$ cat src/rtl/core/onenc_pkg.sv
package onenc_pkg;

  // Default widths
  localparam int unsigned COMPONENT_WIDTH_DEF = 16;
  localparam int unsigned CODE_WIDTH_DEF      = 16;

  // Fixed output word
  localparam int unsigned PACKED_WIDTH = 32;

  // Control that travels alongside the data from the front-end output through every division cell
  typedef struct packed {
    logic valid;
    logic zero;
  } onenc_ctrl_t;

endpackage

$ cat src/rtl/core/onenc_prep.sv
// Front end: magnitudes, L1 norm, fold select, numerators scaled by code max.
module onenc_prep import onenc_pkg::*; #(
  parameter int unsigned COMPONENT_WIDTH = COMPONENT_WIDTH_DEF,
  parameter int unsigned CODE_WIDTH      = CODE_WIDTH_DEF
) (
  input  logic                                  clk_i,
  input  logic                                  rst_ni,
  input  logic                                  en_i,
  input  logic                                  valid_i,
  input  logic signed [COMPONENT_WIDTH-1:0]     comp_x_i,
  input  logic signed [COMPONENT_WIDTH-1:0]     comp_y_i,
  input  logic signed [COMPONENT_WIDTH-1:0]     comp_z_i,
  output onenc_ctrl_t                           ctrl_o,
  output logic [COMPONENT_WIDTH+1:0]            den_o,
  output logic [COMPONENT_WIDTH+CODE_WIDTH+1:0] num_u_o,
  output logic [COMPONENT_WIDTH+CODE_WIDTH+1:0] num_v_o
);

  localparam int unsigned MW = COMPONENT_WIDTH;      // magnitude
  localparam int unsigned LW = COMPONENT_WIDTH + 1;  // L1 norm
  localparam int unsigned DW = COMPONENT_WIDTH + 2;  // 2L and numerators
  localparam int unsigned NW = DW + CODE_WIDTH;      // scaled numerators

  // stage 1: magnitudes and signs
  logic          s1_valid_q;
  logic [MW-1:0] ax_q, ay_q, az_q;
  logic          xneg_q, yneg_q, zneg_q;

  // stage 2: denominator and numerators
  logic          s2_valid_q, s2_zero_q;
  logic [DW-1:0] den2_q, nu_q, nv_q;
  logic [LW-1:0] l1_d;
  logic [DW-1:0] den_d, lx_d, nu_d, nv_d;

  // stage 3: numerators times code max
  onenc_ctrl_t   s3_ctrl_q;
  logic [DW-1:0] den3_q;
  logic [NW-1:0] num_u_q, num_v_q;
  logic [NW-1:0] nu_ext, nv_ext;

  function automatic logic [MW-1:0] magn(logic signed [MW-1:0] v);
    return v[MW-1] ? MW'(~v + 1'b1) : MW'(v);
  endfunction

  always_comb begin
    l1_d  = LW'(ax_q) + LW'(ay_q) + LW'(az_q);
    den_d = {l1_d, 1'b0};
    lx_d  = DW'(l1_d);
    if (zneg_q) begin
      nu_d = xneg_q ? DW'(ay_q) : den_d - DW'(ay_q);
      nv_d = yneg_q ? DW'(ax_q) : den_d - DW'(ax_q);
    end else begin
      nu_d = xneg_q ? lx_d - DW'(ax_q) : lx_d + DW'(ax_q);
      nv_d = yneg_q ? lx_d - DW'(ay_q) : lx_d + DW'(ay_q);
    end
  end

  assign nu_ext = NW'(nu_q);
  assign nv_ext = NW'(nv_q);

  always_ff @(posedge clk_i or negedge rst_ni) begin
    if (!rst_ni) begin
      s1_valid_q <= 1'b0;
      s2_valid_q <= 1'b0;
      s3_ctrl_q  <= '0;
    end else if (en_i) begin
      s1_valid_q      <= valid_i;
      s2_valid_q      <= s1_valid_q;
      s3_ctrl_q.valid <= s2_valid_q;
      s3_ctrl_q.zero  <= s2_zero_q;
    end
  end

  always_ff @(posedge clk_i) begin
    if (en_i) begin
      ax_q      <= magn(comp_x_i);
      ay_q      <= magn(comp_y_i);
      az_q      <= magn(comp_z_i);
      xneg_q    <= comp_x_i[MW-1];
      yneg_q    <= comp_y_i[MW-1];
      zneg_q    <= comp_z_i[MW-1];
      den2_q    <= den_d;
      nu_q      <= nu_d;
      nv_q      <= nv_d;
      s2_zero_q <= (l1_d == '0);
      den3_q    <= den2_q;
      // n * (2^CW - 1) = (n << CW) - n
      num_u_q   <= (nu_ext << CODE_WIDTH) - nu_ext;
      num_v_q   <= (nv_ext << CODE_WIDTH) - nv_ext;
    end
  end

  assign ctrl_o  = s3_ctrl_q;
  assign den_o   = den3_q;
  assign num_u_o = num_u_q;
  assign num_v_o = num_v_q;

endmodule

$ cat src/rtl/core/onenc_div_cell.sv
// One restoring-division step for u and v; quotient bit shifts in at the bottom.
module onenc_div_cell import onenc_pkg::*; #(
  parameter int unsigned COMPONENT_WIDTH = COMPONENT_WIDTH_DEF,
  parameter int unsigned CODE_WIDTH      = CODE_WIDTH_DEF
) (
  input  logic                                  clk_i,
  input  logic                                  rst_ni,
  input  logic                                  en_i,
  input  onenc_ctrl_t                           ctrl_i,
  input  logic [COMPONENT_WIDTH+1:0]            den_i,
  input  logic [COMPONENT_WIDTH+CODE_WIDTH+1:0] acc_u_i,
  input  logic [COMPONENT_WIDTH+CODE_WIDTH+1:0] acc_v_i,
  output onenc_ctrl_t                           ctrl_o,
  output logic [COMPONENT_WIDTH+1:0]            den_o,
  output logic [COMPONENT_WIDTH+CODE_WIDTH+1:0] acc_u_o,
  output logic [COMPONENT_WIDTH+CODE_WIDTH+1:0] acc_v_o
);

  localparam int unsigned DW = COMPONENT_WIDTH + 2;
  localparam int unsigned CW = CODE_WIDTH;
  localparam int unsigned AW = DW + CW;

  onenc_ctrl_t   ctrl_q;
  logic [DW-1:0] den_q;
  logic [AW-1:0] acc_u_q, acc_v_q;
  logic [AW-1:0] acc_u_d, acc_v_d;

  // acc = {partial remainder, pending dividend / quotient bits}
  function automatic logic [AW-1:0] step(logic [AW-1:0] acc, logic [DW-1:0] den);
    logic [DW:0] t;
    logic [DW:0] diff;
    logic        ge;
    t    = {acc[AW-1:CW], acc[CW-1]};
    diff = t - {1'b0, den};
    ge   = (t >= {1'b0, den});
    return {(ge ? diff[DW-1:0] : t[DW-1:0]), acc[CW-2:0], ge};
  endfunction

  assign acc_u_d = step(acc_u_i, den_i);
  assign acc_v_d = step(acc_v_i, den_i);

  always_ff @(posedge clk_i or negedge rst_ni) begin
    if (!rst_ni) begin
      ctrl_q <= '0;
    end else if (en_i) begin
      ctrl_q <= ctrl_i;
    end
  end

  always_ff @(posedge clk_i) begin
    if (en_i) begin
      den_q   <= den_i;
      acc_u_q <= acc_u_d;
      acc_v_q <= acc_v_d;
    end
  end

  assign ctrl_o  = ctrl_q;
  assign den_o   = den_q;
  assign acc_u_o = acc_u_q;
  assign acc_v_o = acc_v_q;

endmodule

$ cat src/rtl/core/octahedral_normal_encoder.sv
// Channel   | Dir | Signals                  | Payload
// ----------+-----+--------------------------+------------------------------------------
// s_axis    | in  | tvalid, tready, tdata    | comp_x, comp_y, comp_z (signed, LSB first)
// m_axis    | out | tvalid, tready, tdata,   | tdata: packed_code (u low, v high)
//           |     | tuser                    | tuser: zero_vector
//
// One transaction in per cycle, one out per cycle, while the pipe is not stalled.
// Stages: three front-end stages, one division cell per code bit, output reg.
// The whole pipe advances while the output register is empty or being taken, so
// s_axis_tready_o follows m_axis_tready_i when the output holds data.
// Reset (rst_ni low, async) clears valid and pipeline control bits only; data registers are not reset.
module octahedral_normal_encoder import onenc_pkg::*; #(
  parameter int unsigned COMPONENT_WIDTH = COMPONENT_WIDTH_DEF,
  parameter int unsigned CODE_WIDTH      = CODE_WIDTH_DEF,
  localparam int unsigned IN_DATA_WIDTH  = ((3 * COMPONENT_WIDTH + 7) / 8) * 8
) (
  input  logic                     clk_i,
  input  logic                     rst_ni,
  input  logic                     s_axis_tvalid_i,
  output logic                     s_axis_tready_o,
  // comp_x, comp_y, comp_z from bit 0 up, zero padded to bytes
  input  logic [IN_DATA_WIDTH-1:0] s_axis_tdata_i,
  output logic                     m_axis_tvalid_o,
  input  logic                     m_axis_tready_i,
  // packed_code
  output logic [PACKED_WIDTH-1:0]  m_axis_tdata_o,
  // zero_vector
  output logic                     m_axis_tuser_o
);

  localparam int unsigned CPW = COMPONENT_WIDTH;
  localparam int unsigned DW  = COMPONENT_WIDTH + 2;
  localparam int unsigned CW  = CODE_WIDTH;
  localparam int unsigned AW  = DW + CW;
  localparam int unsigned PW  = 2 * CW;
  localparam logic [CW-1:0] MID_CODE = {1'b0, {(CW-1){1'b1}}};

  logic adv;

  // division chain taps: index 0 is the front end, CW is the last cell
  onenc_ctrl_t   ctrl_s  [CW+1];
  logic [DW-1:0] den_s   [CW+1];
  logic [AW-1:0] acc_u_s [CW+1];
  logic [AW-1:0] acc_v_s [CW+1];

  logic          m_valid_q;
  logic          m_zero_q;
  logic [CW-1:0] m_u_q, m_v_q;
  logic [PW-1:0] packed_full;

  // global stall: move when the output slot frees up
  assign adv             = !m_valid_q || m_axis_tready_i;
  assign s_axis_tready_o = adv;

  onenc_prep #(
    .COMPONENT_WIDTH (COMPONENT_WIDTH),
    .CODE_WIDTH      (CODE_WIDTH)
  ) u_prep (
    .clk_i    (clk_i),
    .rst_ni   (rst_ni),
    .en_i     (adv),
    .valid_i  (s_axis_tvalid_i),
    .comp_x_i (s_axis_tdata_i[CPW-1:0]),
    .comp_y_i (s_axis_tdata_i[2*CPW-1:CPW]),
    .comp_z_i (s_axis_tdata_i[3*CPW-1:2*CPW]),
    .ctrl_o   (ctrl_s[0]),
    .den_o    (den_s[0]),
    .num_u_o  (acc_u_s[0]),
    .num_v_o  (acc_v_s[0])
  );

  // one cell per quotient bit, MSB first
  for (genvar i = 0; i < CW; i++) begin : g_cell
    onenc_div_cell #(
      .COMPONENT_WIDTH (COMPONENT_WIDTH),
      .CODE_WIDTH      (CODE_WIDTH)
    ) u_cell (
      .clk_i   (clk_i),
      .rst_ni  (rst_ni),
      .en_i    (adv),
      .ctrl_i  (ctrl_s[i]),
      .den_i   (den_s[i]),
      .acc_u_i (acc_u_s[i]),
      .acc_v_i (acc_v_s[i]),
      .ctrl_o  (ctrl_s[i+1]),
      .den_o   (den_s[i+1]),
      .acc_u_o (acc_u_s[i+1]),
      .acc_v_o (acc_v_s[i+1])
    );
  end

  // output register; zero vector forces the midpoint code
  always_ff @(posedge clk_i or negedge rst_ni) begin
    if (!rst_ni) begin
      m_valid_q <= 1'b0;
    end else if (adv) begin
      m_valid_q <= ctrl_s[CW].valid;
    end
  end

  always_ff @(posedge clk_i) begin
    if (adv) begin
      m_zero_q <= ctrl_s[CW].zero;
      m_u_q    <= ctrl_s[CW].zero ? MID_CODE : acc_u_s[CW][CW-1:0];
      m_v_q    <= ctrl_s[CW].zero ? MID_CODE : acc_v_s[CW][CW-1:0];
    end
  end

  assign packed_full = {m_v_q, m_u_q};

  if (PW >= PACKED_WIDTH) begin : g_pack_trunc
    assign m_axis_tdata_o = packed_full[PACKED_WIDTH-1:0];
  end else begin : g_pack_ext
    assign m_axis_tdata_o = PACKED_WIDTH'(packed_full);
  end

  assign m_axis_tvalid_o = m_valid_q;
  assign m_axis_tuser_o  = m_zero_q;

endmodule

$ cat config.mk
export PLATFORM = sky130hd
export DESIGN_NAME = octahedral_normal_encoder
export DESIGN_NICKNAME = d
export VERILOG_FILES = /design/src/rtl/core/onenc_pkg.sv /design/src/rtl/core/onenc_prep.sv /design/src/rtl/core/onenc_div_cell.sv /design/src/rtl/core/octahedral_normal_encoder.sv
export SDC_FILE = /design/constraint.sdc
export NUM_CORES = 2
export LEC_CHECK = 0
export BUFFER_PORTS_ARGS = -buffer_cell sky130_fd_sc_hd__buf_2
export CORE_UTILIZATION = 65
export DETAILED_ROUTE_END_ITERATION = 6
export PLACE_DENSITY = 0.82
export SYNTH_ARGS = -nofsm -noshare
export SYNTH_HDL_FRONTEND = slang
export SYNTH_HIERARCHICAL = 1
export SYNTH_SLANG_ARGS = --single-unit
$ cat constraint.sdc
create_clock -name clk_i -period 78.8 [get_ports clk_i]
set_input_delay 11.82 -clock clk_i [delete_from_list [all_inputs] [get_ports clk_i]]
set_output_delay 11.82 -clock clk_i [all_outputs]
set_load 0.01 [all_outputs]
# [After elaboration in Yosys (flattened, before gate mapping)]
# Cells that the tools add are included.
[word_totals] wordCells=223 regBits=1567 out_inout_bits=35
[op_classes] reduce_logical=3 n_bitwise=3 magnitude_cmp=32 n_mux=39 n_addsub=43
[op_table] cell="$mux W18" count=36
[op_table] cell="$ge A19 B18 Y1" count=32
[op_table] cell="$sub A18 B18 Y18" count=30
[op_table] cell="$sub A34 B18 Y34" count=2
[op_table] cell="$add A16 B1 Y16 const B" count=3
[op_table] cell="$not A16 Y16" count=3
[op_table] cell="$mux W15" count=3
[op_table] cell="$add A17 B16 Y18" count=2
[op_table] cell="$sub A17 B16 Y18" count=2
[op_table] cell="$sub A18 B16 Y18" count=2
[op_table] cell="$add A16 B16 Y17" count=1
[op_table] cell="$add A17 B16 Y17" count=1
[op_table] cell="$logic_not A17 Y1" count=1
[op_table] cell="$logic_not A1 Y1" count=1
[op_table] cell="$logic_or A1 B1 Y1" count=1

# [Longest topological paths before layout]
[logic_depth] ltp_word=5 ltp_mapped=20

# [Modules after synthesis]
# Netlist, hierarchy kept.
[modules_own_cells] module="onenc_div_cell (g_cell[12].u_cell ...)" cells_per_inst=438 area_per_inst_um2=5211.2 n_inst=10
[modules_own_cells] module="onenc_div_cell (g_cell[0].u_cell ...)" cells_per_inst=412 area_per_inst_um2=5088.6 n_inst=5
[modules_own_cells] module="onenc_prep" cells_per_inst=1333 area_per_inst_um2=13734.4 n_inst=1
[modules_own_cells] module="onenc_div_cell (g_cell[4].u_cell)" cells_per_inst=401 area_per_inst_um2=5136.2 n_inst=1
[modules_own_cells] module="octahedral_normal_encoder" cells_per_inst=71 area_per_inst_um2=1267.5 n_inst=1

# [Least setup slack after synthesis]
# Ideal clock, no wire load.
[synth_timing] path_kind="input-to-output" start="in m_axis_tready_i" end="out s_axis_tready_o" cell_stages=1 required_ns=66.980 arrival_time_ns=50.726 n_path_buf=0 slack_ns=16.254 cell_sequence="nand2b_1"
[synth_between] elab_chain_len=1
[synth_lines] item="start: declaration" line_no="octahedral_normal_encoder.sv:24" rtl="input logic m_axis_tready_i,"
[synth_lines] item="$logic_or A1 B1 Y1" line_no="octahedral_normal_encoder.sv:52" rtl="assign adv = !m_valid_q || m_axis_tready_i;"
[synth_lines] item="end: declaration" line_no="octahedral_normal_encoder.sv:20" rtl="output logic s_axis_tready_o,"
# No other way between the ends.

# [Worst setup path after layout]
# Ends and elaborated chain as after synthesis.

==> results.yml <==
layout:
  ff_latch_area_sq_um: 47300
  drive_gt1_frac: 0.115
  multi_input_area_sq_um: 43700
  num-nets-final: 8836
  syn_to_final_growth_pct: 8.02
  final_area_sq_um: 102000
  n_fill_cell: 10100
clock_network:
  cts_tree: "done"
  cts-root-buf: "clkbuf_16"
  cts_max_path_buffers: 3
  clkTransAtPathRegs_ns: 0.06
  clock_latency_ns: 0.82
  clkSinkCount: 1582
  cts_resized: 0
  cts_buffers: 163
  post-cts-setup-buffer-count: 0
  htreeDepth: 4
  holdBufCountCts: 0
outcome:
  status: "finished, violations left"
  violations: "design-rule violations"
placement:
  gp_congestion: 0.981
  placed_cell_area_sq_um: 96500
  hpwl_um: 192000
  io_buffers: 86
global_route:
  overflow: 0
  grt_pass1_vias: 63400
  grt_max_degree: 166
  antenna_found_initial: 6
  grt_first_pass_wirelength_um: 377000
  grt_use_total: 0.337
timing:
  fin_skew_ns: 0.0351
  final.min_clock_period_ns: 24.22
  maxSlewViolCount: 0
  setup_tns_ns: 0
  hold_viol_final: 0
  setup_viol: 0
  period_share: 0.307
  tightest_slew_ns: 1.15
  maxSlewHeadroom: 0.234
  fmax_ghz: 0.0413
  rsz0062_at_grt: "false"
floorplanning:
  dieArea_sq_um: 147000
  die_x_um: 383
  start_util: 0.657
  rows: 139
  coreArea_sq_um: 144000
  die_h_um: 383
  ios: 87
setup_path:
  startpoint_type: "input pin"
  rrSetupSlack_ns: 72.46
  reg2reg_from: "u_prep/ax_q[1]"
  cp_max_fo: 4
  crit_path_end_kind: "output port"
  crit_arrival_ns: 12.40
  reg2reg_to: "u_prep/nu_q[15]"
  reg2reg_depth: 20
  path_class: "in -> out"
  required_ns: 66.98
synthesis:
  synthCells: 7979
  netlist_area_sq_um: 94500
  yosysWarningCount: 6
  avgSynthCellArea_sq_um: 11.8
  syn_nets: 8742
route:
  dr.pass1.iters: 7
  drc: 2
  via_per_inst: 6.53
  drt_iter0_markers: 7066
  postRouteWirelength_um: 251000
  wl_per_cell_um: 24.8
  dr_total_vias: 66000
  ant_nets: 0
worst_hold_path:
  min_from: "g_cell[7].u_cell/acc_v_o[1]"
  min_to: "g_cell[8].u_cell/acc_v_o[2]"
  hold_class: "reg -> reg"
  hold_path_depth: 0
run:
  drv_cap: 0
## cell usage in the layout, fill, tap and decap left out, types with 51 or more instances in the layout
master	n
o21a_1	151
a21boi_0	56
nand4_1	81
o31ai_1	108
nor2_1	339
o211ai_1	94
ha_1	660
mux2_2	187
fa_1	51
nand2b_1	65
nand3_1	235
a211oi_1	81
mux2_1	72
edfxtp_1	1545
inv_1	634
a211o_1	74
a21oi_1	504
o21ai_0	318
a31oi_1	118
clkbuf_16	167
buf_2	86
xnor2_1	366
mux2_4	159
a21o_1	148
and3_1	73
xor2_1	149
nand2_1	437
nor3_1	142
## stage by stage
| stage | std cells | utilization | setup slack, ns | hold WS (ns) |
|---|---|---|---|---|
| finish | 10100 | 0.709 | 54.58 | 0.391 |
| global route | 10100 | 0.709 | 54.56 | 0.396 |
| CTS | 10100 | 0.709 | 54.56 | 0.393 |
| detailed placement | 9811 | 0.670 | 54.57 | 0.405 |
| global placement | 9811 | 0.670 | 54.56 | 0.400 |
| floorplan | 7979 | - | 17.53 | 0.400 |
## worst max-delay path, stage by stage
cell and delay (ns):
buf_2 0.10, nand2b_4 0.26, buf_2 0.21
## metal layers
metal	up-vias	part of all wire	track usage
li1	30600	-	-
met1	31900	0.41	0.448
met2	2893	0.47	0.554
met3	591	0.070	0.0492
met4	6	0.046	0.146
met5	-	0.00016	0
## sequential cells by signal, indices dropped and copies added (netlist names), 2 cells and up
signal                 flops
g_cell.u_cell/den_o      270
u_prep/nu_q               18
u_prep/nv_q               18
m_u_q                     16
g_cell.u_cell/acc_v_o    526
u_prep/num_v_o            34
u_prep/den2_q             17
u_prep/ay_q               16
u_prep/az_q               16
g_cell.u_cell/acc_u_o    526
u_prep/num_u_o            34
m_v_q                     16
g_cell.u_cell/ctrl_o      32
u_prep/ctrl_o              2
u_prep/ax_q               16
u_prep/den_o              17
## final cells by class
cell class,instances,area share
Clock inverter,112,0.0131
Antenna cell,1,0.0000245
Sequential cell,1582,0.463
Clock buffer,189,0.0417
Tap cell,1903,0.0233
Inverter,656,0.0241
Timing Repair Buffer,117,0.00674
Multi-Input combinational cell,5553,0.428
## worst max path at each step
stage / cells after the start / slack (ns) / endpoint / start
2_1_floorplan: 1 / 17.53 / s_axis_tready_o / m_axis_tready_i
3_3_place_gp: 3 / 54.56 / s_axis_tready_o / m_axis_tready_i
3_5_place_dp: 3 / 54.57 / s_axis_tready_o / m_axis_tready_i
4_1_cts: 3 / 54.56 / s_axis_tready_o / m_axis_tready_i
5_1_grt: 3 / 54.56 / s_axis_tready_o / m_axis_tready_i
6_report: 3 / 54.58 / s_axis_tready_o / m_axis_tready_i
Power is not shown: default switching activity piles up to over one toggle a cycle in this logic, so the estimate is an artifact.
